--- src/sv/mppc_pkg.sv ---
// Package for the motor position PI controller: widths, codes and the
// structs passed between the tracking stage and the PI datapath. No dependencies.
package mppc_pkg;

	localparam int CTRL_PERIOD   = 10;  // ticks between PI updates, 1..16
	localparam int INTEG_W       = 32;  // integral accumulator width, 16..48
	localparam int PHASE_W       = 4;
	localparam int CNT_W         = 16;
	localparam int CFG_W         = 16;
	localparam int CFG_IDX_W     = 8;
	localparam int PWM_W         = 8;
	localparam int PROD_KP_W     = 2 * CFG_W;
	localparam int PROD_KI_W     = CFG_W + INTEG_W;
	localparam int SUM_W         = PROD_KI_W + 1;

	localparam logic [CFG_W-1:0] TARGET_RST = 16'd29;
	localparam logic [CFG_W-1:0] KP_RST     = 16'd485;
	localparam logic [CFG_W-1:0] KI_RST     = 16'd8;
	localparam logic [CFG_W-1:0] RUN_RST    = 16'd4000;

	typedef enum logic [CFG_IDX_W-1:0] {
		REG_TARGET = 8'd0,
		REG_KP     = 8'd1,
		REG_KI     = 8'd2,
		REG_RUN    = 8'd3
	} cfg_reg_t;

	// what the drive register does for one tick
	typedef enum logic [1:0] {
		PWM_HOLD = 2'd0,
		PWM_ZERO = 2'd1,
		PWM_CALC = 2'd2
	} pwm_op_t;

	typedef struct packed {
		pwm_op_t            op;
		logic [CNT_W-1:0]   err;
		logic [INTEG_W-1:0] integ;
		logic [CNT_W-1:0]   count;
		logic               reached;
		logic               running;
	} pi_req_t;

	typedef struct packed {
		pwm_op_t              op;
		logic [PROD_KP_W-1:0] prod_kp;
		logic [PROD_KI_W-1:0] prod_ki;
		logic [CNT_W-1:0]     count;
		logic                 reached;
		logic                 running;
	} pi_prod_t;

endpackage

--- src/sv/mppc_if.sv ---
// Channel interfaces: tick input, result output and configuration writes.
// Depends on mppc_pkg for widths.
interface mppc_tick_if;
	logic valid;
	logic ready;
	logic enc_a;
	logic enc_b;
	logic restart;
	modport source (output valid, enc_a, enc_b, restart, input ready);
	modport sink (input valid, enc_a, enc_b, restart, output ready);
endinterface

interface mppc_result_if;
	logic                         valid;
	logic                         ready;
	logic [mppc_pkg::PWM_W-1:0]   pwm;
	logic [mppc_pkg::CNT_W-1:0]   edge_count;
	logic                         target_reached;
	logic                         running;
	modport source (output valid, pwm, edge_count, target_reached, running, input ready);
	modport sink (input valid, pwm, edge_count, target_reached, running, output ready);
endinterface

interface mppc_cfg_if;
	logic                           valid;
	logic                           ready;
	logic [mppc_pkg::CFG_IDX_W-1:0] reg_idx;
	logic [mppc_pkg::CFG_W-1:0]     wdata;
	modport source (output valid, reg_idx, wdata, input ready);
	modport sink (input valid, reg_idx, wdata, output ready);
endinterface

--- src/sv/mppc_track.sv ---
// Run window, edge counter, control phase and integral update for one tick.
// Depends on mppc_pkg; feeds a pi_req_t to the PI datapath.
module mppc_track (
	input  logic                          clk,
	input  logic                          arst_n,
	input  logic                          fire,
	input  logic                          enc_a,
	input  logic                          enc_b,
	input  logic                          restart,
	input  logic [mppc_pkg::CFG_W-1:0]    target,
	input  logic [mppc_pkg::CFG_W-1:0]    run_len,
	output mppc_pkg::pi_req_t             req
);

	logic [mppc_pkg::CNT_W-1:0]   count_q, count_d;
	logic                         level_q, level_d;
	logic [mppc_pkg::INTEG_W-1:0] integ_q, integ_d;
	logic [mppc_pkg::PHASE_W-1:0] phase_q, phase_d;
	logic [mppc_pkg::CFG_W-1:0]   win_q, win_d;
	logic                         active_q, active_d;

	logic [mppc_pkg::CNT_W-1:0]   cnt0, err;
	logic [mppc_pkg::INTEG_W:0]   integ_sum;
	logic [mppc_pkg::PHASE_W:0]   phase_inc;
	mppc_pkg::pwm_op_t            op;

	always_comb begin
		count_d  = count_q;
		level_d  = level_q;
		integ_d  = integ_q;
		phase_d  = phase_q;
		win_d    = win_q;
		active_d = active_q;
		op       = mppc_pkg::PWM_HOLD;
		err      = '0;
		integ_sum = '0;
		phase_inc = '0;

		if (restart) begin
			count_d  = '0;
			integ_d  = '0;
			phase_d  = '0;
			win_d    = (run_len == '0) ? mppc_pkg::CFG_W'(1) : run_len;
			active_d = 1'b1;
			op       = mppc_pkg::PWM_ZERO;
		end
		cnt0 = count_d;

		if (active_d) begin
			// PI step sees the count from before this tick's edge
			if (phase_d == '0) begin
				if (cnt0 >= target) begin
					op      = mppc_pkg::PWM_ZERO;
					integ_d = '0;
				end else begin
					op        = mppc_pkg::PWM_CALC;
					err       = target - cnt0;
					integ_sum = {1'b0, integ_d} + (mppc_pkg::INTEG_W+1)'(err);
					integ_d   = integ_sum[mppc_pkg::INTEG_W] ? '1
						: integ_sum[mppc_pkg::INTEG_W-1:0];
				end
			end
			if ((enc_a ^ enc_b) != level_q) begin
				level_d = enc_a ^ enc_b;
				if (cnt0 != '1)
					count_d = cnt0 + 1'b1;
			end
			phase_inc = {1'b0, phase_d} + 1'b1;
			phase_d = (phase_inc >= (mppc_pkg::PHASE_W+1)'(mppc_pkg::CTRL_PERIOD)) ? '0
				: phase_inc[mppc_pkg::PHASE_W-1:0];
			if (win_d != '0)
				win_d = win_d - 1'b1;
			if (win_d == '0) begin
				active_d = 1'b0;
				op       = mppc_pkg::PWM_ZERO;
			end
		end

		req.op      = op;
		req.err     = err;
		req.integ   = integ_d;
		req.count   = count_d;
		req.reached = (count_d >= target);
		req.running = active_d;
	end

	always_ff @(posedge clk or negedge arst_n) begin
		if (!arst_n) begin
			count_q  <= '0;
			level_q  <= 1'b0;
			integ_q  <= '0;
			phase_q  <= '0;
			win_q    <= '0;
			active_q <= 1'b0;
		end else if (fire) begin
			count_q  <= count_d;
			level_q  <= level_d;
			integ_q  <= integ_d;
			phase_q  <= phase_d;
			win_q    <= win_d;
			active_q <= active_d;
		end
	end

endmodule

--- src/sv/mppc_pi.sv ---
// PI datapath: gain products in one stage, sum, shift and clamp into the
// drive register in the next. Depends on mppc_pkg.
module mppc_pi (
	input  logic                          clk,
	input  logic                          arst_n,
	input  logic                          load_s2,
	input  logic                          load_s3,
	input  logic                          load_out,
	input  mppc_pkg::pi_req_t             req,
	input  logic [mppc_pkg::CFG_W-1:0]    kp,
	input  logic [mppc_pkg::CFG_W-1:0]    ki,
	output logic [mppc_pkg::PWM_W-1:0]    pwm,
	output logic [mppc_pkg::CNT_W-1:0]    edge_count,
	output logic                          target_reached,
	output logic                          running
);

	mppc_pkg::pi_req_t            req_s2;
	mppc_pkg::pi_prod_t           prod_s3;
	logic [mppc_pkg::SUM_W-1:0]   sum;
	logic [mppc_pkg::PWM_W-1:0]   pwm_calc;
	logic [mppc_pkg::PWM_W-1:0]   pwm_q;
	logic [mppc_pkg::CNT_W-1:0]   count_q;
	logic                         reached_q;
	logic                         running_q;

	always_ff @(posedge clk) begin
		if (load_s2)
			req_s2 <= req;
		if (load_s3) begin
			prod_s3.op      <= req_s2.op;
			prod_s3.prod_kp <= kp * req_s2.err;
			prod_s3.prod_ki <= ki * req_s2.integ;
			prod_s3.count   <= req_s2.count;
			prod_s3.reached <= req_s2.reached;
			prod_s3.running <= req_s2.running;
		end
	end

	// Q8.8 gains: drop the sum's 8 fraction bits, saturate above 255
	always_comb begin
		sum = mppc_pkg::SUM_W'(prod_s3.prod_kp) + mppc_pkg::SUM_W'(prod_s3.prod_ki);
		pwm_calc = (|sum[mppc_pkg::SUM_W-1:2*mppc_pkg::PWM_W]) ? '1
			: sum[2*mppc_pkg::PWM_W-1:mppc_pkg::PWM_W];
	end

	always_ff @(posedge clk or negedge arst_n) begin
		if (!arst_n) begin
			pwm_q     <= '0;
			count_q   <= '0;
			reached_q <= 1'b0;
			running_q <= 1'b0;
		end else if (load_out) begin
			case (prod_s3.op)
				mppc_pkg::PWM_HOLD: pwm_q <= pwm_q;
				mppc_pkg::PWM_ZERO: pwm_q <= '0;
				mppc_pkg::PWM_CALC: pwm_q <= pwm_calc;
				default:            pwm_q <= pwm_q;
			endcase
			count_q   <= prod_s3.count;
			reached_q <= prod_s3.reached;
			running_q <= prod_s3.running;
		end
	end

	assign pwm            = pwm_q;
	assign edge_count     = count_q;
	assign target_reached = reached_q;
	assign running        = running_q;

endmodule

--- src/sv/motor_position_pi_controller_unit.sv ---
// Top level of the motor position PI controller: config registers, stage
// valids and handshake. Depends on mppc_pkg, mppc_if, mppc_track, mppc_pi.
//
//   channel  dir  accepted when            carries
//   tick     in   tick.valid & tick.ready  enc_a, enc_b, restart
//   result   out  result.valid & ready     pwm, edge_count, target_reached, running
//   cfg      in   cfg.valid & cfg.ready    reg_idx, wdata (always ready)
//
// One tick accepted per cycle while the input stage can move, one result per
// tick, through input register, state update, gain multipliers, sum and clamp.
// Each stage advances when the one after it is empty or moving, so a
// stalled result blocks input only once all four stages are full.
// Reset clears the run state, drive value and stage valids, and loads the
// register defaults.
module motor_position_pi_controller_unit (
	input  logic           clk,
	input  logic           arst_n,
	mppc_tick_if.sink      tick,
	mppc_result_if.source  result,
	mppc_cfg_if.sink       cfg
);

	logic [mppc_pkg::CFG_W-1:0] target_q, kp_q, ki_q, run_q;
	logic v1_q, v2_q, v3_q, ov_q;
	logic rdy1, rdy2, rdy3, rdy_o;
	logic enc_a_s1, enc_b_s1, restart_s1;
	mppc_pkg::pi_req_t req;

	assign cfg.ready = 1'b1;

	always_ff @(posedge clk or negedge arst_n) begin
		if (!arst_n) begin
			target_q <= mppc_pkg::TARGET_RST;
			kp_q     <= mppc_pkg::KP_RST;
			ki_q     <= mppc_pkg::KI_RST;
			run_q    <= mppc_pkg::RUN_RST;
		end else if (cfg.valid) begin
			case (cfg.reg_idx)
				mppc_pkg::REG_TARGET: target_q <= cfg.wdata;
				mppc_pkg::REG_KP:     kp_q     <= cfg.wdata;
				mppc_pkg::REG_KI:     ki_q     <= cfg.wdata;
				mppc_pkg::REG_RUN:    run_q    <= cfg.wdata;
				default: ;
			endcase
		end
	end

	assign rdy_o = !ov_q || result.ready;
	assign rdy3  = !v3_q || rdy_o;
	assign rdy2  = !v2_q || rdy3;
	assign rdy1  = !v1_q || rdy2;
	assign tick.ready = rdy1;

	always_ff @(posedge clk or negedge arst_n) begin
		if (!arst_n) begin
			v1_q <= 1'b0;
			v2_q <= 1'b0;
			v3_q <= 1'b0;
			ov_q <= 1'b0;
		end else begin
			if (rdy1)  v1_q <= tick.valid;
			if (rdy2)  v2_q <= v1_q;
			if (rdy3)  v3_q <= v2_q;
			if (rdy_o) ov_q <= v3_q;
		end
	end

	always_ff @(posedge clk) begin
		if (tick.valid && rdy1) begin
			enc_a_s1   <= tick.enc_a;
			enc_b_s1   <= tick.enc_b;
			restart_s1 <= tick.restart;
		end
	end

	mppc_track u_track (
		.clk     (clk),
		.arst_n  (arst_n),
		.fire    (v1_q && rdy2),
		.enc_a   (enc_a_s1),
		.enc_b   (enc_b_s1),
		.restart (restart_s1),
		.target  (target_q),
		.run_len (run_q),
		.req     (req)
	);

	mppc_pi u_pi (
		.clk            (clk),
		.arst_n         (arst_n),
		.load_s2        (v1_q && rdy2),
		.load_s3        (v2_q && rdy3),
		.load_out       (v3_q && rdy_o),
		.req            (req),
		.kp             (kp_q),
		.ki             (ki_q),
		.pwm            (result.pwm),
		.edge_count     (result.edge_count),
		.target_reached (result.target_reached),
		.running        (result.running)
	);

	assign result.valid = ov_q;

endmodule

--- src/flat_wrapper.sv ---
// flat-port wrapper written by rule: the top's interface ports become plain ports
module motor_position_pi_controller_unit_flat 
  (clk, arst_n, tick_valid, tick_enc_a, tick_enc_b, tick_restart, tick_ready, result_valid, result_pwm, result_edge_count, result_target_reached, result_running, result_ready, cfg_valid, cfg_reg_idx, cfg_wdata, cfg_ready);
  mppc_tick_if tick_i ();
  mppc_result_if result_i ();
  mppc_cfg_if cfg_i ();
  input  logic clk;
  input  logic arst_n;
  input wire logic [$bits(tick_i.valid)-1:0] tick_valid;
  input wire logic [$bits(tick_i.enc_a)-1:0] tick_enc_a;
  input wire logic [$bits(tick_i.enc_b)-1:0] tick_enc_b;
  input wire logic [$bits(tick_i.restart)-1:0] tick_restart;
  output wire logic [$bits(tick_i.ready)-1:0] tick_ready;
  output wire logic [$bits(result_i.valid)-1:0] result_valid;
  output wire logic [$bits(result_i.pwm)-1:0] result_pwm;
  output wire logic [$bits(result_i.edge_count)-1:0] result_edge_count;
  output wire logic [$bits(result_i.target_reached)-1:0] result_target_reached;
  output wire logic [$bits(result_i.running)-1:0] result_running;
  input wire logic [$bits(result_i.ready)-1:0] result_ready;
  input wire logic [$bits(cfg_i.valid)-1:0] cfg_valid;
  input wire logic [$bits(cfg_i.reg_idx)-1:0] cfg_reg_idx;
  input wire logic [$bits(cfg_i.wdata)-1:0] cfg_wdata;
  output wire logic [$bits(cfg_i.ready)-1:0] cfg_ready;
  assign tick_i.valid = tick_valid;
  assign tick_i.enc_a = tick_enc_a;
  assign tick_i.enc_b = tick_enc_b;
  assign tick_i.restart = tick_restart;
  assign tick_ready = tick_i.ready;
  assign result_valid = result_i.valid;
  assign result_pwm = result_i.pwm;
  assign result_edge_count = result_i.edge_count;
  assign result_target_reached = result_i.target_reached;
  assign result_running = result_i.running;
  assign result_i.ready = result_ready;
  assign cfg_i.valid = cfg_valid;
  assign cfg_i.reg_idx = cfg_reg_idx;
  assign cfg_i.wdata = cfg_wdata;
  assign cfg_ready = cfg_i.ready;
  motor_position_pi_controller_unit u_core (.clk(clk), .arst_n(arst_n), .tick(tick_i), .result(result_i), .cfg(cfg_i));
endmodule
--- config.mk ---
export PLATFORM = sky130hd
export DESIGN_NAME = motor_position_pi_controller_unit_flat
export DESIGN_NICKNAME = d
export VERILOG_FILES = /design/src/sv/mppc_pkg.sv /design/src/sv/mppc_if.sv /design/src/sv/mppc_track.sv /design/src/sv/mppc_pi.sv /design/src/sv/motor_position_pi_controller_unit.sv /design/src/flat_wrapper.sv
export SDC_FILE = /design/constraint.sdc
export NUM_CORES = 2
export LEC_CHECK = 0
export ABC_AREA = 1
export BUFFER_PORTS_ARGS = -buffer_cell sky130_fd_sc_hd__buf_2
export CAP_MARGIN = 20
export CELL_PAD_IN_SITES_DETAIL_PLACEMENT = 1
export CELL_PAD_IN_SITES_GLOBAL_PLACEMENT = 2
export CORE_UTILIZATION = 30
export CTS_BUF_LIST = sky130_fd_sc_hd__clkbuf_16
export DETAILED_ROUTE_END_ITERATION = 8
export GPL_ROUTABILITY_DRIVEN = 0
export PLACE_DENSITY_LB_ADDON = 0.1
export SKIP_LAST_GASP = 1
export SYNTH_ARGS = -nofsm -noshare
export SYNTH_HDL_FRONTEND = slang
export SYNTH_SLANG_ARGS = --single-unit
--- constraint.sdc ---
create_clock -name clk -period 5.8 [get_ports clk]
set_input_delay 1.74 -clock clk [delete_from_list [all_inputs] [get_ports clk]]
set_output_delay 1.74 -clock clk [all_outputs]
set_load 0.05 [all_outputs]
==> reports/summary.log <==
INFO  outcome        status=complete, but fails checks
INFO  outcome        failed_checks=setup timing
INFO  power_and_ir_drop total_switching_power=5.586mW
INFO  setup_path     slowest_delay=0.58ns
INFO  sta            worst_slack=-0.1876ns
INFO  floorplan      fp.dieArea=151800um^2
INFO  route          drt_iter0_drc=1478
INFO  synthesis      dominantRegCellSynth=edfxtp_1
INFO  global_routing grt_start_max_net_pins=85
INFO  route          vias=37.37k
INFO  worst_hold_path worstHoldEndpoint=u_core.u_pi.prod_s3[16]$_DFFE_PP_
INFO  place          placed_cell_count=8074
INFO  place          dpl_cell_area=50620um^2
INFO  clock_tree     cts_tree=done
INFO  route          route.detailed.vias_per_inst=4.547
INFO  synthesis      syn_nets=6797
INFO  worst_hold_path min-delay-start=u_core.u_pi.req_s2[16]$_DFFE_PP_
INFO  power_and_ir_drop power.switching_fraction=0.4487
INFO  sta            max_freq=167.0MHz
INFO  global_routing grt_pass1_wl=246200um
INFO  synthesis      synthDominantCellAreaShare=0.2728
INFO  power_and_ir_drop p_leak=28.44nW
INFO  route          post_drt_wl_per_cell=19.20um
INFO  sta            setup_total_negative_slack=-1.430ns
INFO  setup_path     cp_endpoint_kind=flop
INFO  clock_tree     clock_tree.root_cell=clkbuf_16
INFO  sta            worst_slew_margin_rel=0.2944
INFO  power_and_ir_drop total_power_density_per_cell_area=231.3nW/um^2
INFO  clock_tree     cts.clk_slew.worst_paths=0.06ns
INFO  setup_path     timing.critical_path.required=6.16ns
INFO  synthesis      synth_async_reset_ratio=0.4896
INFO  floorplan      io-pin-count=61
INFO  route          antenna_violating_nets_post_route=0
INFO  synthesis      post_synth_inst_count=5841
INFO  route          detail_route.drc_violations=0
INFO  route          drt_first_pass_iters=5
INFO  setup_path     path_cells=buf_12, buf_4, nand2_1, fa_1, fa_1, fa_1, inv_1, fa_1, fa_1, inv_1, fa_1, inv_1, ha_4, nand2_1, buf_4, nor2_1, inv_1, nor3_2, nand3_1, nand3_2, a21oi_1, xor2_1
INFO  setup_path     path_max_fanout=11
INFO  sta            finalWorstPathRequiredPeriod=5.988ns
INFO  clock_tree     clock_tree.buffer_depth=3
INFO  synthesis      postSynthAreaPerCell=7.715um^2
INFO  setup_path     worst_setup_path_start_kind=flop
INFO  clock_tree     cts-hold-fix-buffers=0
INFO  cells_and_area number_of_inserted_diodes=0
INFO  cells_and_area nNetsFinal=7134
INFO  cells_and_area area_of_combinational_cells_with_multiple_inputs=30310um^2
INFO  global_routing grt_pass1_vias=41.31k
INFO  floorplan      initial_utilization=0.3037
INFO  power_and_ir_drop power.combinational.fraction=0.502
INFO  synthesis      area_leader_netlist=fa_1
INFO  synthesis      ys_warn_count=0
INFO  power_and_ir_drop internal_power=6.864mW
INFO  place          port-buffer-count=59
INFO  setup_path     r2r_cell_count=22
INFO  setup_path     critPathKind=reg -> reg
INFO  floorplan      rows=141
INFO  setup_path     cp_data_arrival_time=6.35ns
INFO  sta            skew=0.04554ns
INFO  setup_path     dominant_cell_type_by_count_on_the_critical_path=fa_1
INFO  sta            final_setup_violation_count=23
INFO  clock_tree     htreeDepth=2
INFO  worst_hold_path hp-class=reg -> reg
INFO  synthesis      synth_enable_flop_cells=171
INFO  synthesis      synth_area_leaders=fa_1, nand2_1, inv_1, edfxtp_1, ha_1
INFO  global_routing global_route.overflow_total=0
INFO  setup_path     critical_path.reg2reg.startpoint=u_core.ki_q[3]$_DFFE_PN1P_
INFO  cells_and_area post_layout_instance_count_excluding_filler_cells=8218
INFO  setup_path     endpoint_of_the_most_critical_register_to_register_path=u_core.u_pi.prod_s3[63]$_DFFE_PP_
INFO  synthesis      yosysSeqAreaShare=0.2055
INFO  place          detailedPlacementHpwl=131700um
INFO  setup_path     setup.reg_to_reg.worst_slack=-0.19ns
INFO  power_and_ir_drop max-vdd-ir-drop=0.0002623V
INFO  setup_path     critPathSlowestCell=dfstp_2
INFO  floorplan      coreArea=148400um^2
INFO  sta            final.period_utilization=1.032
INFO  sta            hold_violations=0
INFO  setup_path     cp_num_buf_inv=7
INFO  sta            final_max_slew_viol_count=0
INFO  global_routing global_route.usage.total=0.2111
INFO  floorplan      floorplan.die.width=389.6um
INFO  sta            tightestPinTransition=1.058ns
INFO  worst_hold_path worst_hold_path.num_cells=0
INFO  setup_path     critical-path-top-delay-family=adder cells
INFO  route          drt_wl_total=157800um
INFO  clock_tree     worst_skew_pair.late_latency=0.64ns
INFO  cells_and_area area_used_by_sequential_logic_in_the_layout=9270um^2
INFO  cells_and_area postLayoutCellArea=53830um^2
INFO  sta            grt_setup_unrepaired=yes
INFO  synthesis      yosysUniqueCellTypes=67
INFO  synthesis      synth.cell_area=45060um^2
INFO  cells_and_area areaGrowthSynthToFinish=19.45%
INFO  cells_and_area num-fill-cells=17.82k
INFO  clock_tree     clock_sinks=335
INFO  flow_run       maxCapViolations=0
INFO  cells_and_area drive_gt1_frac=0.1406
INFO  floorplan      floorplan.die.height=389.6um
INFO  power_and_ir_drop clock_power_share=0.230
INFO  clock_tree     numCtsBuffers=46
INFO  synthesis      synth.ff_latch_count=335
INFO  global_routing initial_antenna_violation_count=1
INFO  power_and_ir_drop seq_power_share=0.268
final cells by class:
type,count,area share
Inverter,1440,0.1006
Multi-Input combinational cell,3822,0.5631
Clock inverter,39,0.006043
Clock buffer,47,0.02185
Tap cell,2002,0.04653
Timing Repair Buffer,533,0.08963
Sequential cell,335,0.1722
power groups by stage:
| stage | Sequential, mW | Combinational (mW) | Clock (mW) |
|---|---|---|---|
| 2_1_floorplan | 3.39 | 3.49 | 0 |
| 3_3_place_gp | 3.40 | 6.00 | 0 |
| 3_5_place_dp | 3.41 | 6.05 | 0 |
| 4_1_cts | 3.36 | 6.22 | 2.99 |
| 5_1_grt | 3.37 | 6.99 | 3.04 |
| 6_report | 3.33 | 6.26 | 2.86 |
placed cells by master (no fill, tap or decap), types with 10 or more instances in the layout:
| master | count |
|---|---|
| nor3_1 | 24 |
| a21oi_1 | 143 |
| buf_6 | 17 |
| a21o_1 | 15 |
| nor2_2 | 29 |
| a31oi_1 | 23 |
| ha_4 | 25 |
| buf_2 | 58 |
| xor2_1 | 80 |
| nand4_1 | 52 |
| buf_4 | 388 |
| nand3_1 | 120 |
| o21ai_2 | 15 |
| clkbuf_16 | 48 |
| ha_1 | 282 |
| a31oi_2 | 12 |
| xnor2_1 | 49 |
| o21a_1 | 14 |
| inv_1 | 1410 |
| o21ai_1 | 34 |
| nand2_2 | 24 |
| edfxtp_1 | 171 |
| inv_2 | 32 |
| a21oi_2 | 25 |
| clkinv_1 | 12 |
| o21ai_0 | 221 |
| nand2_1 | 1610 |
| fa_1 | 601 |
| nor2_4 | 10 |
| nand3b_1 | 13 |
| dfrtp_1 | 139 |
| fa_2 | 13 |
| nor2_1 | 276 |
| buf_12 | 63 |
| dfstp_2 | 17 |
per-layer routing:
| metal | vias to the layer above | part of all wire | GRT usage |
|---|---|---|---|
| li1 | 18076 | - | - |
| met1 | 18769 | 0.47 | 0.2825 |
| met2 | 371 | 0.49 | 0.3698 |
| met3 | 149 | 0.022 | 0.01702 |
| met4 | 0 | 0.023 | 0.04574 |
| met5 | - | 0 | 0 |
per-stage QoR:
stage	utilization	hold slack [ns]	setup slack [ns]	total power [mW]
floorplan	-	0.4003	0.006886	6.882
global placement	0.3412	0.4027	-0.2829	9.405
detailed placement	0.3412	0.4057	-0.3338	9.458
CTS	0.3572	0.4198	-0.1931	12.56
global route	0.3628	0.4226	-0.4226	13.41
finish	0.3628	0.4174	-0.1876	12.45
kinds of logic after synthesis:
family / count (synthesis) / share of synthesized area
xor gates and xnor gates: 138 / 0.02715
adders and majority gates: 924 / 0.3588
AOI/OAI and AO/OA: 554 / 0.06758
and+or+nand+nor: 2205 / 0.1987
other: 1 / 0.00008321
DFF: 335 / 0.2055
buffers and inverters: 1684 / 0.1422
cell usage after synthesis (all sizes together) (9+ instances only):
master,number
a21o,15
dfrtp,147
a31oi,39
nand4,52
o21ai,270
inv,1438
edfxtp,171
ha,310
clkbuf,226
dfstp,17
xnor2,53
o211ai,9
fa,614
buf,18
nor2,316
nor3,35
nand3,130
a21oi,172
nand2,1636
o21a,14
xor2,85
nand3b,13
sequential cells by signal (all words and copies together) (netlist names), 4 cells and up:
register	cells
u_core.u_pi.req_s2	68
u_core.u_pi.prod_s3	100
u_core.ki_q	16
u_core.u_track.count_q	16
u_core.u_track.win_q	16
u_core.u_pi.pwm	8
u_core.target_q	16
u_core.u_track.phase_q	4
u_core.u_pi.edge_count	16
u_core.run_q	16
u_core.kp_q	16
u_core.u_track.integ_q	32
how the worst max path moves through the flow:
stage | from | end | slack (ns) | cells after the start
6_report | u_core.ki_q[3]$_DFFE_PN1P_ | u_core.u_pi.prod_s3[63]$_DFFE_PP_ | -0.19 | 22
5_1_grt | u_core.ki_q[3]$_DFFE_PN1P_ | u_core.u_pi.prod_s3[64]$_DFFE_PP_ | -0.42 | 21
4_1_cts | u_core.ki_q[3]$_DFFE_PN1P_ | u_core.u_pi.prod_s3[65]$_DFFE_PP_ | -0.19 | 22
3_5_place_dp | u_core.ki_q[3]$_DFFE_PN1P_ | u_core.u_pi.prod_s3[63]$_DFFE_PP_ | -0.33 | 22
3_3_place_gp | u_core.ki_q[3]$_DFFE_PN1P_ | u_core.u_pi.prod_s3[45]$_DFFE_PP_ | -0.28 | 21
2_1_floorplan | u_core.ki_q[3]$_DFFE_PN1P_ | u_core.u_pi.prod_s3[63]$_DFFE_PP_ | 0.007 | 23
what timing repair did:
| item | CTS | global route |
|---|---|---|
| setup endpoints to repair | 44 | 49 |
| pin swaps | 35 | 60 |
| cloned | 2 | 2 |
| gates resized for setup | 107 | 134 |
| setup buffers | 32 | 23 |
worst register-to-register path, cell delays in order, from the launching register on:
cell and delay [ns]:
dfstp_2 0.58, buf_12 0.16, buf_4 0.12, nand2_1 0.06, fa_1 0.46, fa_1 0.53
fa_1 0.52, inv_1 0.05, fa_1 0.44, fa_1 0.52, inv_1 0.05, fa_1 0.47
inv_1 0.07, ha_4 0.29, nand2_1 0.12, buf_4 0.16, nor2_1 0.15, inv_1 0.10
nor3_2 0.31, nand3_1 0.15, nand3_2 0.14, a21oi_1 0.10, xor2_1 0.15
No activity file was read; power rests on OpenSTA's default activity.
